--- src/hw/rtl/snfcs_pkg.sv ---
// Package for the SPI NOR flash command sequencer.
// Holds request and result payload types, codes and fixed command bytes.
// No dependencies.
package snfcs_pkg;

   typedef struct packed {
      logic [2:0]  opcode;
      logic [22:0] address;
      logic [23:0] length;
      logic [7:0]  data_byte;
   } req_type;

   typedef struct packed {
      logic [1:0]  kind;
      logic [7:0]  spi_byte;
      logic        release_select;
      logic [7:0]  read_byte;
      logic [2:0]  status;
      logic [23:0] id_value;
      logic        last;
   } rsp_type;

   localparam logic [2:0] OP_READ  = 3'd0;
   localparam logic [2:0] OP_WRITE = 3'd1;
   localparam logic [2:0] OP_ERASE = 3'd2;
   localparam logic [2:0] OP_ID    = 3'd3;
   localparam logic [2:0] OP_WBYTE = 3'd4;
   localparam logic [2:0] OP_ECHO  = 3'd5;
   localparam logic [2:0] OP_TICK  = 3'd6;

   localparam logic [1:0] K_SPI   = 2'd0;
   localparam logic [1:0] K_RDATA = 2'd1;
   localparam logic [1:0] K_WREQ  = 2'd2;
   localparam logic [1:0] K_DONE  = 2'd3;

   localparam logic [2:0] ST_OK      = 3'd0;
   localparam logic [2:0] ST_ARG     = 3'd1;
   localparam logic [2:0] ST_STATE   = 3'd2;
   localparam logic [2:0] ST_NOSUP   = 3'd3;
   localparam logic [2:0] ST_TIMEOUT = 3'd4;

   localparam logic [1:0] CSR_MODE  = 2'd0;
   localparam logic [1:0] CSR_PTO   = 2'd1;
   localparam logic [1:0] CSR_ETO   = 2'd2;

   localparam logic [7:0] CMD_WREN = 8'h06;
   localparam logic [7:0] CMD_RDSR = 8'h05;
   localparam logic [7:0] CMD_READ = 8'h03;
   localparam logic [7:0] CMD_PP   = 8'h02;
   localparam logic [7:0] CMD_SE   = 8'h20;
   localparam logic [7:0] CMD_RDID = 8'h9F;
   localparam logic [7:0] DUMMY    = 8'hFF;

   localparam int QUEUE_DEPTH = 4;

endpackage

--- src/hw/rtl/snfcs_engine.sv ---
// Sequencer core: takes one request a cycle while go is high and produces up to two results.
// Depends on snfcs_pkg.
module snfcs_engine
   import snfcs_pkg::*;
#(
   parameter int CAPACITY_BYTES   = 8388608,
   parameter int PAGE_BYTES       = 256,
   parameter int SECTOR_BYTES     = 4096,
   parameter int READ_CHUNK_BYTES = 256
) (
   input  logic        clock,
   input  logic        reset,
   input  logic        go,
   input  req_type     req,
   input  logic [1:0]  spi_mode,
   input  logic [15:0] prog_to,
   input  logic [15:0] erase_to,
   output logic [1:0]  n_out,
   output rsp_type     out0,
   output rsp_type     out1
);

   localparam logic [4:0] PH_IDLE = 5'd0, PH_RD_HDR = 5'd1, PH_RD_DATA = 5'd2,
      PH_ID = 5'd3, PH_POLL_CMD = 5'd4, PH_POLL_STAT = 5'd5, PH_POLL_WAIT = 5'd6,
      PH_WEN_CMD = 5'd7, PH_WEN_RS_CMD = 5'd8, PH_WEN_RS_STAT = 5'd9,
      PH_PP_HDR = 5'd10, PH_PP_REQ = 5'd11, PH_PP_DATA = 5'd12, PH_ER_HDR = 5'd13;

   localparam logic [24:0] CAP = 25'(CAPACITY_BYTES);
   localparam logic [24:0] SEC = 25'(SECTOR_BYTES);
   localparam logic [8:0]  PG  = 9'(PAGE_BYTES);
   localparam logic [8:0]  RCH = 9'(READ_CHUNK_BYTES);

   logic [4:0]  phase_ff, phase_in;
   logic [1:0]  kind_ff, kind_in;
   logic [22:0] addr_ff, addr_in;
   logic [23:0] left_ff, left_in;
   logic [8:0]  fidx_ff, fidx_in;
   logic [8:0]  chunk_ff, chunk_in;
   logic [15:0] ela_ff, ela_in;
   logic [23:0] id_ff, id_in;
   logic        after_ff, after_in;

   logic        mode_ok;
   logic [8:0]  fidx_p1;
   logic [8:0]  room;
   logic [8:0]  page_chunk;
   logic [15:0] limit;
   logic [24:0] a25, l25;

   assign mode_ok = (spi_mode == 2'd0) || (spi_mode == 2'd3);
   assign fidx_p1 = fidx_ff + 9'd1;
   assign limit   = (kind_ff == OP_ERASE[1:0]) ? erase_to : prog_to;
   assign a25 = {2'b00, req.address};
   assign l25 = {1'b0, req.length};

   function automatic logic [7:0] abyte(input logic [22:0] a, input logic [8:0] i);
      logic [23:0] w;
      w = {1'b0, a};
      if (i == 9'd1) return w[23:16];
      if (i == 9'd2) return w[15:8];
      return w[7:0];
   endfunction

   function automatic rsp_type mk(input logic [1:0] k, input logic [7:0] sb,
                                  input logic rel, input logic [7:0] rb,
                                  input logic [2:0] st, input logic [23:0] id);
      rsp_type r;
      r.kind = k; r.spi_byte = sb; r.release_select = rel; r.read_byte = rb;
      r.status = st; r.id_value = id; r.last = 1'b0;
      return r;
   endfunction

   always_comb begin
      room = PG - 9'(addr_ff % PAGE_BYTES);
   end

   always_ff @(posedge clock) begin
      if (reset) begin
         phase_ff <= PH_IDLE; kind_ff <= '0; addr_ff <= '0; left_ff <= '0;
         fidx_ff <= '0; chunk_ff <= '0; ela_ff <= '0; id_ff <= '0; after_ff <= 1'b0;
      end else if (go) begin
         phase_ff <= phase_in; kind_ff <= kind_in; addr_ff <= addr_in; left_ff <= left_in;
         fidx_ff <= fidx_in; chunk_ff <= chunk_in; ela_ff <= ela_in; id_ff <= id_in;
         after_ff <= after_in;
      end
   end

   always_comb begin
      logic [8:0]  proom;
      logic [22:0] na;
      logic [23:0] nl;
      logic [24:0] lenw;
      rsp_type     o[2];
      logic [1:0]  n;
      logic        dn;
      phase_in = phase_ff; kind_in = kind_ff; addr_in = addr_ff; left_in = left_ff;
      fidx_in = fidx_ff; chunk_in = chunk_ff; ela_in = ela_ff; id_in = id_ff;
      after_in = after_ff;
      o[0] = '0; o[1] = '0; n = 2'd0; dn = 1'b0;
      proom = '0; na = '0; nl = '0; lenw = '0;
      page_chunk = (left_ff < {15'd0, room}) ? left_ff[8:0] : room;
      unique case (req.opcode)
         OP_READ, OP_WRITE, OP_ERASE, OP_ID: begin
            if (phase_ff == PH_IDLE) begin
               kind_in = req.opcode[1:0]; addr_in = req.address; left_in = req.length;
               id_in = '0;
               lenw = (req.opcode == OP_ERASE) ? SEC : l25;
               if (req.opcode != OP_ID && (lenw == '0 || a25 >= CAP || lenw > CAP - a25
                   || (req.opcode == OP_ERASE && (req.address % SECTOR_BYTES) != 0))) begin
                  o[0] = mk(K_DONE, 0, 0, 0, ST_ARG, 0); n = 2'd1; phase_in = PH_IDLE;
               end else if (req.opcode == OP_READ) begin
                  if (!mode_ok) begin
                     o[0] = mk(K_DONE, 0, 0, 0, ST_NOSUP, 0); n = 2'd1;
                  end else begin
                     chunk_in = (req.length < {15'd0, RCH}) ? req.length[8:0] : RCH;
                     fidx_in = '0; o[0] = mk(K_SPI, CMD_READ, 0, 0, 0, 0); n = 2'd1;
                     phase_in = PH_RD_HDR;
                  end
               end else if (req.opcode == OP_ID) begin
                  if (!mode_ok) begin
                     o[0] = mk(K_DONE, 0, 0, 0, ST_NOSUP, 0); n = 2'd1;
                  end else begin
                     fidx_in = '0; o[0] = mk(K_SPI, CMD_RDID, 0, 0, 0, 0); n = 2'd1;
                     phase_in = PH_ID;
                  end
               end else begin
                  if (req.opcode == OP_WRITE) begin
                     proom = PG - 9'(req.address % PAGE_BYTES);
                     chunk_in = (req.length < {15'd0, proom}) ? req.length[8:0] : proom;
                  end
                  after_in = 1'b0; ela_in = '0;
                  if (!mode_ok) begin
                     o[0] = mk(K_DONE, 0, 0, 0, ST_NOSUP, 0); n = 2'd1; phase_in = PH_IDLE;
                  end else begin
                     o[0] = mk(K_SPI, CMD_RDSR, 0, 0, 0, 0); n = 2'd1; phase_in = PH_POLL_CMD;
                  end
               end
            end
         end
         OP_WBYTE: begin
            if (phase_ff == PH_PP_REQ) begin
               o[0] = mk(K_SPI, req.data_byte, fidx_p1 == chunk_ff, 0, 0, 0); n = 2'd1;
               phase_in = PH_PP_DATA;
            end
         end
         OP_TICK: begin
            if (phase_ff == PH_POLL_WAIT) begin
               if (ela_ff >= limit) begin
                  o[0] = mk(K_DONE, 0, 0, 0, ST_TIMEOUT, 0); n = 2'd1; phase_in = PH_IDLE;
               end else begin
                  ela_in = ela_ff + 16'd1;
                  if (!mode_ok) begin
                     o[0] = mk(K_DONE, 0, 0, 0, ST_NOSUP, 0); n = 2'd1; phase_in = PH_IDLE;
                  end else begin
                     o[0] = mk(K_SPI, CMD_RDSR, 0, 0, 0, 0); n = 2'd1; phase_in = PH_POLL_CMD;
                  end
               end
            end
         end
         OP_ECHO: begin
            case (phase_ff)
               PH_RD_HDR: begin
                  if (fidx_p1 <= 9'd3) begin
                     fidx_in = fidx_p1;
                     o[0] = mk(K_SPI, abyte(addr_ff, fidx_p1), 0, 0, 0, 0); n = 2'd1;
                  end else begin
                     fidx_in = '0;
                     o[0] = mk(K_SPI, DUMMY, chunk_ff == 9'd1, 0, 0, 0); n = 2'd1;
                     phase_in = PH_RD_DATA;
                  end
               end
               PH_RD_DATA: begin
                  o[0] = mk(K_RDATA, 0, 0, req.data_byte, 0, 0); n = 2'd1;
                  fidx_in = fidx_p1;
                  if (fidx_p1 < chunk_ff) begin
                     o[1] = mk(K_SPI, DUMMY, fidx_p1 + 9'd1 == chunk_ff, 0, 0, 0); n = 2'd2;
                  end else begin
                     na = addr_ff + 23'(chunk_ff); nl = left_ff - 24'(chunk_ff);
                     addr_in = na; left_in = nl;
                     if (nl == '0) begin
                        o[1] = mk(K_DONE, 0, 0, 0, ST_OK, 0); n = 2'd2; phase_in = PH_IDLE;
                     end else begin
                        chunk_in = (nl < {15'd0, RCH}) ? nl[8:0] : RCH;
                        fidx_in = '0;
                        o[1] = mk(K_SPI, CMD_READ, 0, 0, 0, 0); n = 2'd2;
                        phase_in = PH_RD_HDR;
                     end
                  end
               end
               PH_ID: begin
                  if (fidx_ff >= 9'd1) id_in = {id_ff[15:0], req.data_byte};
                  fidx_in = fidx_p1;
                  if (fidx_p1 < 9'd4) begin
                     o[0] = mk(K_SPI, DUMMY, fidx_p1 == 9'd3, 0, 0, 0); n = 2'd1;
                  end else begin
                     o[0] = mk(K_DONE, 0, 0, 0, ST_OK, id_in); n = 2'd1; phase_in = PH_IDLE;
                  end
               end
               PH_POLL_CMD: begin
                  o[0] = mk(K_SPI, DUMMY, 1'b1, 0, 0, 0); n = 2'd1; phase_in = PH_POLL_STAT;
               end
               PH_POLL_STAT: begin
                  if (req.data_byte[0]) begin
                     phase_in = PH_POLL_WAIT;
                  end else if (!after_ff) begin
                     if (!mode_ok) begin
                        o[0] = mk(K_DONE, 0, 0, 0, ST_NOSUP, 0); n = 2'd1; phase_in = PH_IDLE;
                     end else begin
                        o[0] = mk(K_SPI, CMD_WREN, 1'b1, 0, 0, 0); n = 2'd1;
                        phase_in = PH_WEN_CMD;
                     end
                  end else if (kind_ff == OP_WRITE[1:0] && left_ff != '0) begin
                     chunk_in = page_chunk; after_in = 1'b0; ela_in = '0;
                     if (!mode_ok) begin
                        o[0] = mk(K_DONE, 0, 0, 0, ST_NOSUP, 0); n = 2'd1; phase_in = PH_IDLE;
                     end else begin
                        o[0] = mk(K_SPI, CMD_RDSR, 0, 0, 0, 0); n = 2'd1;
                        phase_in = PH_POLL_CMD;
                     end
                  end else begin
                     o[0] = mk(K_DONE, 0, 0, 0, ST_OK, 0); n = 2'd1; phase_in = PH_IDLE;
                  end
               end
               PH_WEN_CMD: begin
                  if (!mode_ok) begin
                     o[0] = mk(K_DONE, 0, 0, 0, ST_NOSUP, 0); n = 2'd1; phase_in = PH_IDLE;
                  end else begin
                     o[0] = mk(K_SPI, CMD_RDSR, 0, 0, 0, 0); n = 2'd1; phase_in = PH_WEN_RS_CMD;
                  end
               end
               PH_WEN_RS_CMD: begin
                  o[0] = mk(K_SPI, DUMMY, 1'b1, 0, 0, 0); n = 2'd1; phase_in = PH_WEN_RS_STAT;
               end
               PH_WEN_RS_STAT: begin
                  if (!req.data_byte[1]) begin
                     o[0] = mk(K_DONE, 0, 0, 0, ST_STATE, 0); n = 2'd1; phase_in = PH_IDLE;
                  end else begin
                     fidx_in = '0; n = 2'd1;
                     if (kind_ff == OP_WRITE[1:0]) begin
                        o[0] = mk(K_SPI, CMD_PP, 0, 0, 0, 0); phase_in = PH_PP_HDR;
                     end else begin
                        o[0] = mk(K_SPI, CMD_SE, 0, 0, 0, 0); phase_in = PH_ER_HDR;
                     end
                  end
               end
               PH_PP_HDR: begin
                  if (fidx_p1 <= 9'd3) begin
                     fidx_in = fidx_p1;
                     o[0] = mk(K_SPI, abyte(addr_ff, fidx_p1), 0, 0, 0, 0); n = 2'd1;
                  end else begin
                     fidx_in = '0; o[0] = mk(K_WREQ, 0, 0, 0, 0, 0); n = 2'd1;
                     phase_in = PH_PP_REQ;
                  end
               end
               PH_PP_DATA: begin
                  fidx_in = fidx_p1;
                  if (fidx_p1 < chunk_ff) begin
                     o[0] = mk(K_WREQ, 0, 0, 0, 0, 0); n = 2'd1; phase_in = PH_PP_REQ;
                  end else begin
                     addr_in = addr_ff + 23'(chunk_ff); left_in = left_ff - 24'(chunk_ff);
                     dn = 1'b1;
                  end
               end
               PH_ER_HDR: begin
                  if (fidx_p1 <= 9'd3) begin
                     fidx_in = fidx_p1;
                     o[0] = mk(K_SPI, abyte(addr_ff, fidx_p1), fidx_p1 == 9'd3, 0, 0, 0);
                     n = 2'd1;
                  end else begin
                     fidx_in = fidx_p1; dn = 1'b1;
                  end
               end
               default: ;
            endcase
            if (dn) begin
               after_in = 1'b1; ela_in = '0;
               if (!mode_ok) begin
                  o[0] = mk(K_DONE, 0, 0, 0, ST_NOSUP, 0); n = 2'd1; phase_in = PH_IDLE;
               end else begin
                  o[0] = mk(K_SPI, CMD_RDSR, 0, 0, 0, 0); n = 2'd1; phase_in = PH_POLL_CMD;
               end
            end
         end
         default: ;
      endcase
      if (n == 2'd1) o[0].last = 1'b1;
      if (n == 2'd2) o[1].last = 1'b1;
      n_out = n; out0 = o[0]; out1 = o[1];
   end

endmodule

--- src/hw/rtl/snfcs_queue.sv ---
// Result queue between the sequencer core and the response port.
// Takes up to two results a cycle, hands out one. Depends on snfcs_pkg.
module snfcs_queue
   import snfcs_pkg::*;
(
   input  logic       clock,
   input  logic       reset,
   input  logic [1:0] wr_n,
   input  rsp_type    wr0,
   input  rsp_type    wr1,
   output logic       room2,
   output logic       empty,
   input  logic       pop,
   output rsp_type    head
);

   localparam int AW = $clog2(QUEUE_DEPTH);

   rsp_type       mem_ff [QUEUE_DEPTH];
   logic [AW-1:0] wp_ff, wp_in, rp_ff, rp_in;
   logic [AW:0]   cnt_ff, cnt_in;
   logic          do_pop;

   assign empty  = (cnt_ff == '0);
   assign do_pop = pop && !empty;
   assign room2  = (cnt_ff <= (AW+1)'(QUEUE_DEPTH - 2));
   assign head   = mem_ff[rp_ff];

   always_comb begin
      wp_in  = wp_ff + AW'(wr_n);
      rp_in  = rp_ff + AW'(do_pop);
      cnt_in = cnt_ff + (AW+1)'(wr_n) - (AW+1)'(do_pop);
   end

   always_ff @(posedge clock) begin
      if (reset) begin
         wp_ff <= '0; rp_ff <= '0; cnt_ff <= '0;
      end else begin
         wp_ff <= wp_in; rp_ff <= rp_in; cnt_ff <= cnt_in;
      end
   end

   always_ff @(posedge clock) begin
      if (wr_n != 2'd0) mem_ff[wp_ff] <= wr0;
      if (wr_n == 2'd2) mem_ff[wp_ff + AW'(1)] <= wr1;
   end

endmodule

--- src/hw/rtl/spi_nor_flash_command_sequencer.sv ---
// SPI NOR flash command sequencer top level.
// A result is written into the result queue and appears in the cycle after the request that causes it.
// Throughput: one request per cycle while the result queue has room for two.
// Queue depth 4 sets the stall point. Reset is synchronous and active high;
// it idles the sequencer, empties the queue and restores register defaults.
module spi_nor_flash_command_sequencer
   import snfcs_pkg::*;
#(
   parameter int CAPACITY_BYTES   = 8388608,
   parameter int PAGE_BYTES       = 256,
   parameter int SECTOR_BYTES     = 4096,
   parameter int READ_CHUNK_BYTES = 256
) (
   input  logic        clock,
   input  logic        reset,
   input  logic        req_push,
   output logic        req_full,
   input  req_type     req_data,
   output logic        rsp_empty,
   input  logic        rsp_pop,
   output rsp_type     rsp_data,
   input  logic        csr_we,
   input  logic [1:0]  csr_index,
   input  logic [15:0] csr_wdata
);

   logic [1:0]  mode_ff;
   logic [15:0] pto_ff, eto_ff;
   logic        room2, go;
   logic [1:0]  n_raw, wr_n;
   rsp_type     o0, o1;

   always_ff @(posedge clock) begin
      if (reset) begin
         mode_ff <= 2'd0; pto_ff <= 16'd20; eto_ff <= 16'd1000;
      end else if (csr_we) begin
         unique case (csr_index)
            CSR_MODE: mode_ff <= csr_wdata[1:0];
            CSR_PTO:  pto_ff  <= csr_wdata;
            CSR_ETO:  eto_ff  <= csr_wdata;
            default: ;
         endcase
      end
   end

   assign req_full = !room2;
   assign go       = req_push && room2;
   assign wr_n     = go ? n_raw : 2'd0;

   snfcs_engine #(
      .CAPACITY_BYTES(CAPACITY_BYTES), .PAGE_BYTES(PAGE_BYTES),
      .SECTOR_BYTES(SECTOR_BYTES), .READ_CHUNK_BYTES(READ_CHUNK_BYTES)
   ) u_engine (
      .clock(clock), .reset(reset), .go(go), .req(req_data),
      .spi_mode(mode_ff), .prog_to(pto_ff), .erase_to(eto_ff),
      .n_out(n_raw), .out0(o0), .out1(o1)
   );

   snfcs_queue u_queue (
      .clock(clock), .reset(reset), .wr_n(wr_n), .wr0(o0), .wr1(o1),
      .room2(room2), .empty(rsp_empty), .pop(rsp_pop), .head(rsp_data)
   );

endmodule

--- config.mk ---
export PLATFORM = sky130hd
export DESIGN_NAME = spi_nor_flash_command_sequencer
export DESIGN_NICKNAME = d
export VERILOG_FILES = /design/src/hw/rtl/snfcs_pkg.sv /design/src/hw/rtl/snfcs_engine.sv /design/src/hw/rtl/snfcs_queue.sv /design/src/hw/rtl/spi_nor_flash_command_sequencer.sv
export SDC_FILE = /design/constraint.sdc
export NUM_CORES = 1
export LEC_CHECK = 0
export CELL_PAD_IN_SITES_DETAIL_PLACEMENT = 0
export CELL_PAD_IN_SITES_GLOBAL_PLACEMENT = 2
export CORE_AREA = 2 2 263 265
export CTS_CLUSTER_DIAMETER = 80
export DETAILED_ROUTE_END_ITERATION = 10
export DIE_AREA = 0 0 265 267
export DONT_BUFFER_PORTS = 1
export PLACE_DENSITY_LB_ADDON = 0.1
export SYNTH_ARGS = -nofsm -noshare
export SYNTH_HDL_FRONTEND = slang
export SYNTH_SLANG_ARGS = --single-unit
--- constraint.sdc ---
create_clock -name clock -period 5.3 [get_ports clock]
set_clock_uncertainty 0.15 [all_clocks]
set_input_delay 0.265 -clock clock [delete_from_list [all_inputs] [get_ports clock]]
set_output_delay 0.265 -clock clock [all_outputs]
set_load 0.005 [all_outputs]
==> metrics <==
status finished, final reports clean; maximum vdd drop 0.2310 mV; Final min period between 4000 and 5000 ps; via count around 19000; DR WL/cell ~23 um; Worst Path Max Fanout 8; max incr delay on CP approximately 650 ps; post-synthesis adder-cell area fraction 0.06223; share of cells above drive strength 1 0.1032; cell mode on critical path o21ai_1; GPL Wtd Cong between 0.8 and 0.9; actual transition at the worst max-transition pin 1053 ps; compound-gate portion of the synthesized area 0.2094; die height approximately 270 um; register share of total power 0.349; Syn Area/Cell 8.347 sq um; antenna cells 0; Hold Crit Class in2reg; crit path launch type register; reg2reg end u_queue.mem_ff[3][37]$_DFFE_PP_; # clock sinks ~340; cell internal pwr 5.593 mW; Sum Neg Setup Slack 0 ps; CP max-delay cell or4b_4; Worst Setup EP u_queue.mem_ff[3][37]$_DFFE_PP_; wl on met1 between 30 and 40 mm; # rows 96; RSZ-0062 raised after global routing no; met3 WL post-DR 3.235 mm; Highest Signal Layer met4; initial antenna violation count 0; htree depth 2; Met2 Wirelength between 30 and 40 mm; root buf cell clkbuf_16; Reg clk slew, reported paths ~60 ps; Layout area overhead 17.36%; Overflow after GRT 0; Routed Antenna Nets 0; Final Hold Vio Count 0; Reg area 0.007312 sq mm; Seq cells post-synth 341; Clk Latency, worst-skew pair between 600 and 700 ps; Vias per Instance approximately 5.5; Req. time, crit path about 5500 ps; Total Wirelength 78.70 mm; power per cell area around 360 mW/mm^2; Max Fclk between 200 and 250 MHz; number of CTS-inserted buffers 46; 1st-pass router iterations 5; DR DRC count 0; R2R Path Start u_engine.left_ff[0]$_SDFFE_PP0P_; Main synth FF type dfxtp_1; Layout Nets 2648; Finish-stage setup viols 0; Pleak 8.550 nW; post-synth cell types 83; worst-path cell chain inv_1, ha_1, fa_1, nand2b_1, a211o_1, a311o_1, a222oi_1, o21ai_1, or4b_4, or2_1, o21ai_1, o22ai_1; CTS Buffer Depth 3; CTS tree done; largest net degree at the start of global routing ~160; FF-to-FF setup slack about 370 ps; multi-input logic area 0.01215 sq mm; Iter 0 DRT Violations 1136; Starting Density 0.2981; Syn Nets ~2600; R2R cell count 12; Port Buf Inserts 0; GRT Overall Usage 0.2187; Period Utilization, post-route 0.9297; first-pass GRT wire length approximately 120 mm; mux cell area share after synthesis 0.08075; sw power 2.929 mW; max-slew violation count 0; HP Start req_data[11]; critical path endpoint category register; register area share after synthesis 0.3605; Simple-Gate Fraction of Synth Area 0.2180; DIE AREA about 0.071 sq mm; core area ~0.068 sq mm; fillcell total roughly 7100; Post-CTS Setup Bufs 0; Clk pwr share 0.377; Post-synth EDFFs 48; worst setup path start u_engine.left_ff[0]$_SDFFE_PP0P_; sw frac 0.3437; worst path arrival time about 5100 ps; Logic pwr share 0.274; Post-Synth XOR/XNOR Area 0.02679; Slew headroom 0.2980; Crit Path Category reg2reg; YS warnings 0; Cells after Synth between 2000 and 2500; die width approximately 270 um; combinational family with the most area after synthesis simple AND/OR/NAND/NOR gates; Synth Cell Area 0.02027 sq mm; FFs w/ async S/R, synth 0; I/O Pins 130; Final Util 0.3499; placed wire-length estimate 54.16 mm; Max-Cap Viols 0; number of global-route vias before repair between 15000 and 20000
## layout make-up
class / count / area share
timing repair buffer: 152 / 0.05934
multi-input combinational: 1862 / 0.5110
clock inverter: 21 / 0.01194
clock buffer: 58 / 0.05366
inverter: 65 / 0.01026
sequential: 341 / 0.3074
tap: 882 / 0.04640
## what timing repair did
| item | in CTS | in global routing |
|---|---|---|
| endpoints found under the hold margin | 251 | 5 |
| setup endpoints to repair | 0 | 14 |
| resized for setup | 0 | 1 |
| hold buffers | 90 | 1 |
## logic make-up (layout without fill, tap and decap cells)
logic type | Yosys count | count (layout)
flip-flops | 341 | 341
buffers and inverters | 225 | 296
AO/OA/AOI/OAI | 691 | 691
XOR/XNOR | 62 | 62
multiplexers | 101 | 101
adder cells (fa/ha/maj) | 99 | 99
AND/OR/NAND/NOR | 909 | 909
## worst max-delay path, delay by kind of cell, from the launching register on
kind                     cells  cell delay, ps
AO/OA/AOI/OAI                6            2220
adder cells (fa/ha/maj)      2             620
AND/OR/NAND/NOR              3            1170
buffers and inverters        1              70
flip-flops                   1             430
## sequential cells by signal, indices dropped and copies added, names as in the netlist, 3 cells and up
register / count
u_engine.left_ff: 24
u_queue.mem_ff: 188
u_engine.addr_ff: 23
u_engine.phase_ff: 4
pto_ff: 16
u_engine.ela_ff: 16
u_queue.cnt_ff: 3
u_engine.chunk_ff: 9
u_engine.fidx_ff: 9
eto_ff: 16
u_engine.id_ff: 24
## stage by stage
stage | hold slack, ps | setup WS, ps | cell area (sq um) | total power [mW] | cells
CTS | 0.1434 | 320.7 | 23760 | 8.634 | 3380
detailed placement | 198.6 | 27.41 | 21290 | 5.260 | 3211
finish | 55.61 | 372.5 | 23790 | 8.522 | 3381
global placement | 215.4 | 46.13 | 21290 | 5.268 | 3211
global route | 53.65 | 25.95 | 23790 | 8.964 | 3381
floorplan | 236.0 | 888.3 | 20270 | 4.516 | 2428
## power by group through the flow
stage,logic (mW),registers [mW],clock network [mW]
6_report,2.34,2.97,3.21
5_1_grt,2.56,3.00,3.40
4_1_cts,2.35,2.98,3.31
3_5_place_dp,2.23,3.03,0
3_3_place_gp,2.24,3.03,0
2_1_floorplan,1.63,2.88,0
## worst min path at each step
stage	cells past startpoint	endpoint
6_report	3	u_engine.chunk_ff[3]$_SDFFE_PP0P_
5_1_grt	3	pto_ff[2]$_SDFFE_PP1P_
4_1_cts	2	u_queue.rp_ff[1]$_SDFF_PP0_
3_5_place_dp	1	u_queue.rp_ff[0]$_SDFF_PP0_
3_3_place_gp	1	u_engine.addr_ff[6]$_SDFFE_PP0P_
2_1_floorplan	2	eto_ff[5]$_SDFFE_PP1P_
## per-layer routing
layer  track usage  up-vias
li1              -     9050
met1        0.2776     9126
met2        0.3846      432
met3       0.02952      113
met4       0.06612        0
met5             0        -
## cell usage in the layout (no fill, tap or decap), types with 26 or more instances in the layout
cell / Yosys / routed
nor2_1: 189 / 187
inv_1: 63 / 63
mux4_2: 47 / 47
dlygate4sd3_1: 0 / 90
ha_1: 96 / 96
nand4_1: 27 / 27
nor3_1: 67 / 66
xor2_1: 28 / 28
edfxtp_1: 48 / 48
a21oi_1: 152 / 152
dfxtp_1: 293 / 291
clkbuf_16: 0 / 46
a31oi_1: 26 / 26
nand2_1: 245 / 242
nor2b_1: 41 / 40
a22oi_1: 42 / 42
mux2_2: 30 / 30
xnor2_1: 34 / 34
buf_4: 0 / 59
nand3_1: 179 / 178
o22ai_1: 33 / 33
a211oi_1: 40 / 40
o21ai_0: 248 / 248
## synthesized netlist by cell type, drive strengths merged, types with 34 or more instances
library cell  count  area share
a211oi           40       0.015
a21oi           152       0.038
a22oi            43       0.016
clkbuf          142       0.026
dfxtp           293        0.29
edfxtp           48       0.071
ha               96       0.059
inv              63       0.012
mux4             47       0.052
nand2           245       0.045
nand3           179       0.044
nor2            189       0.035
nor2b            41       0.013
nor3             67       0.017
o21ai           253       0.063
xnor2            34       0.015
Power figures use the tool's default switching activity.
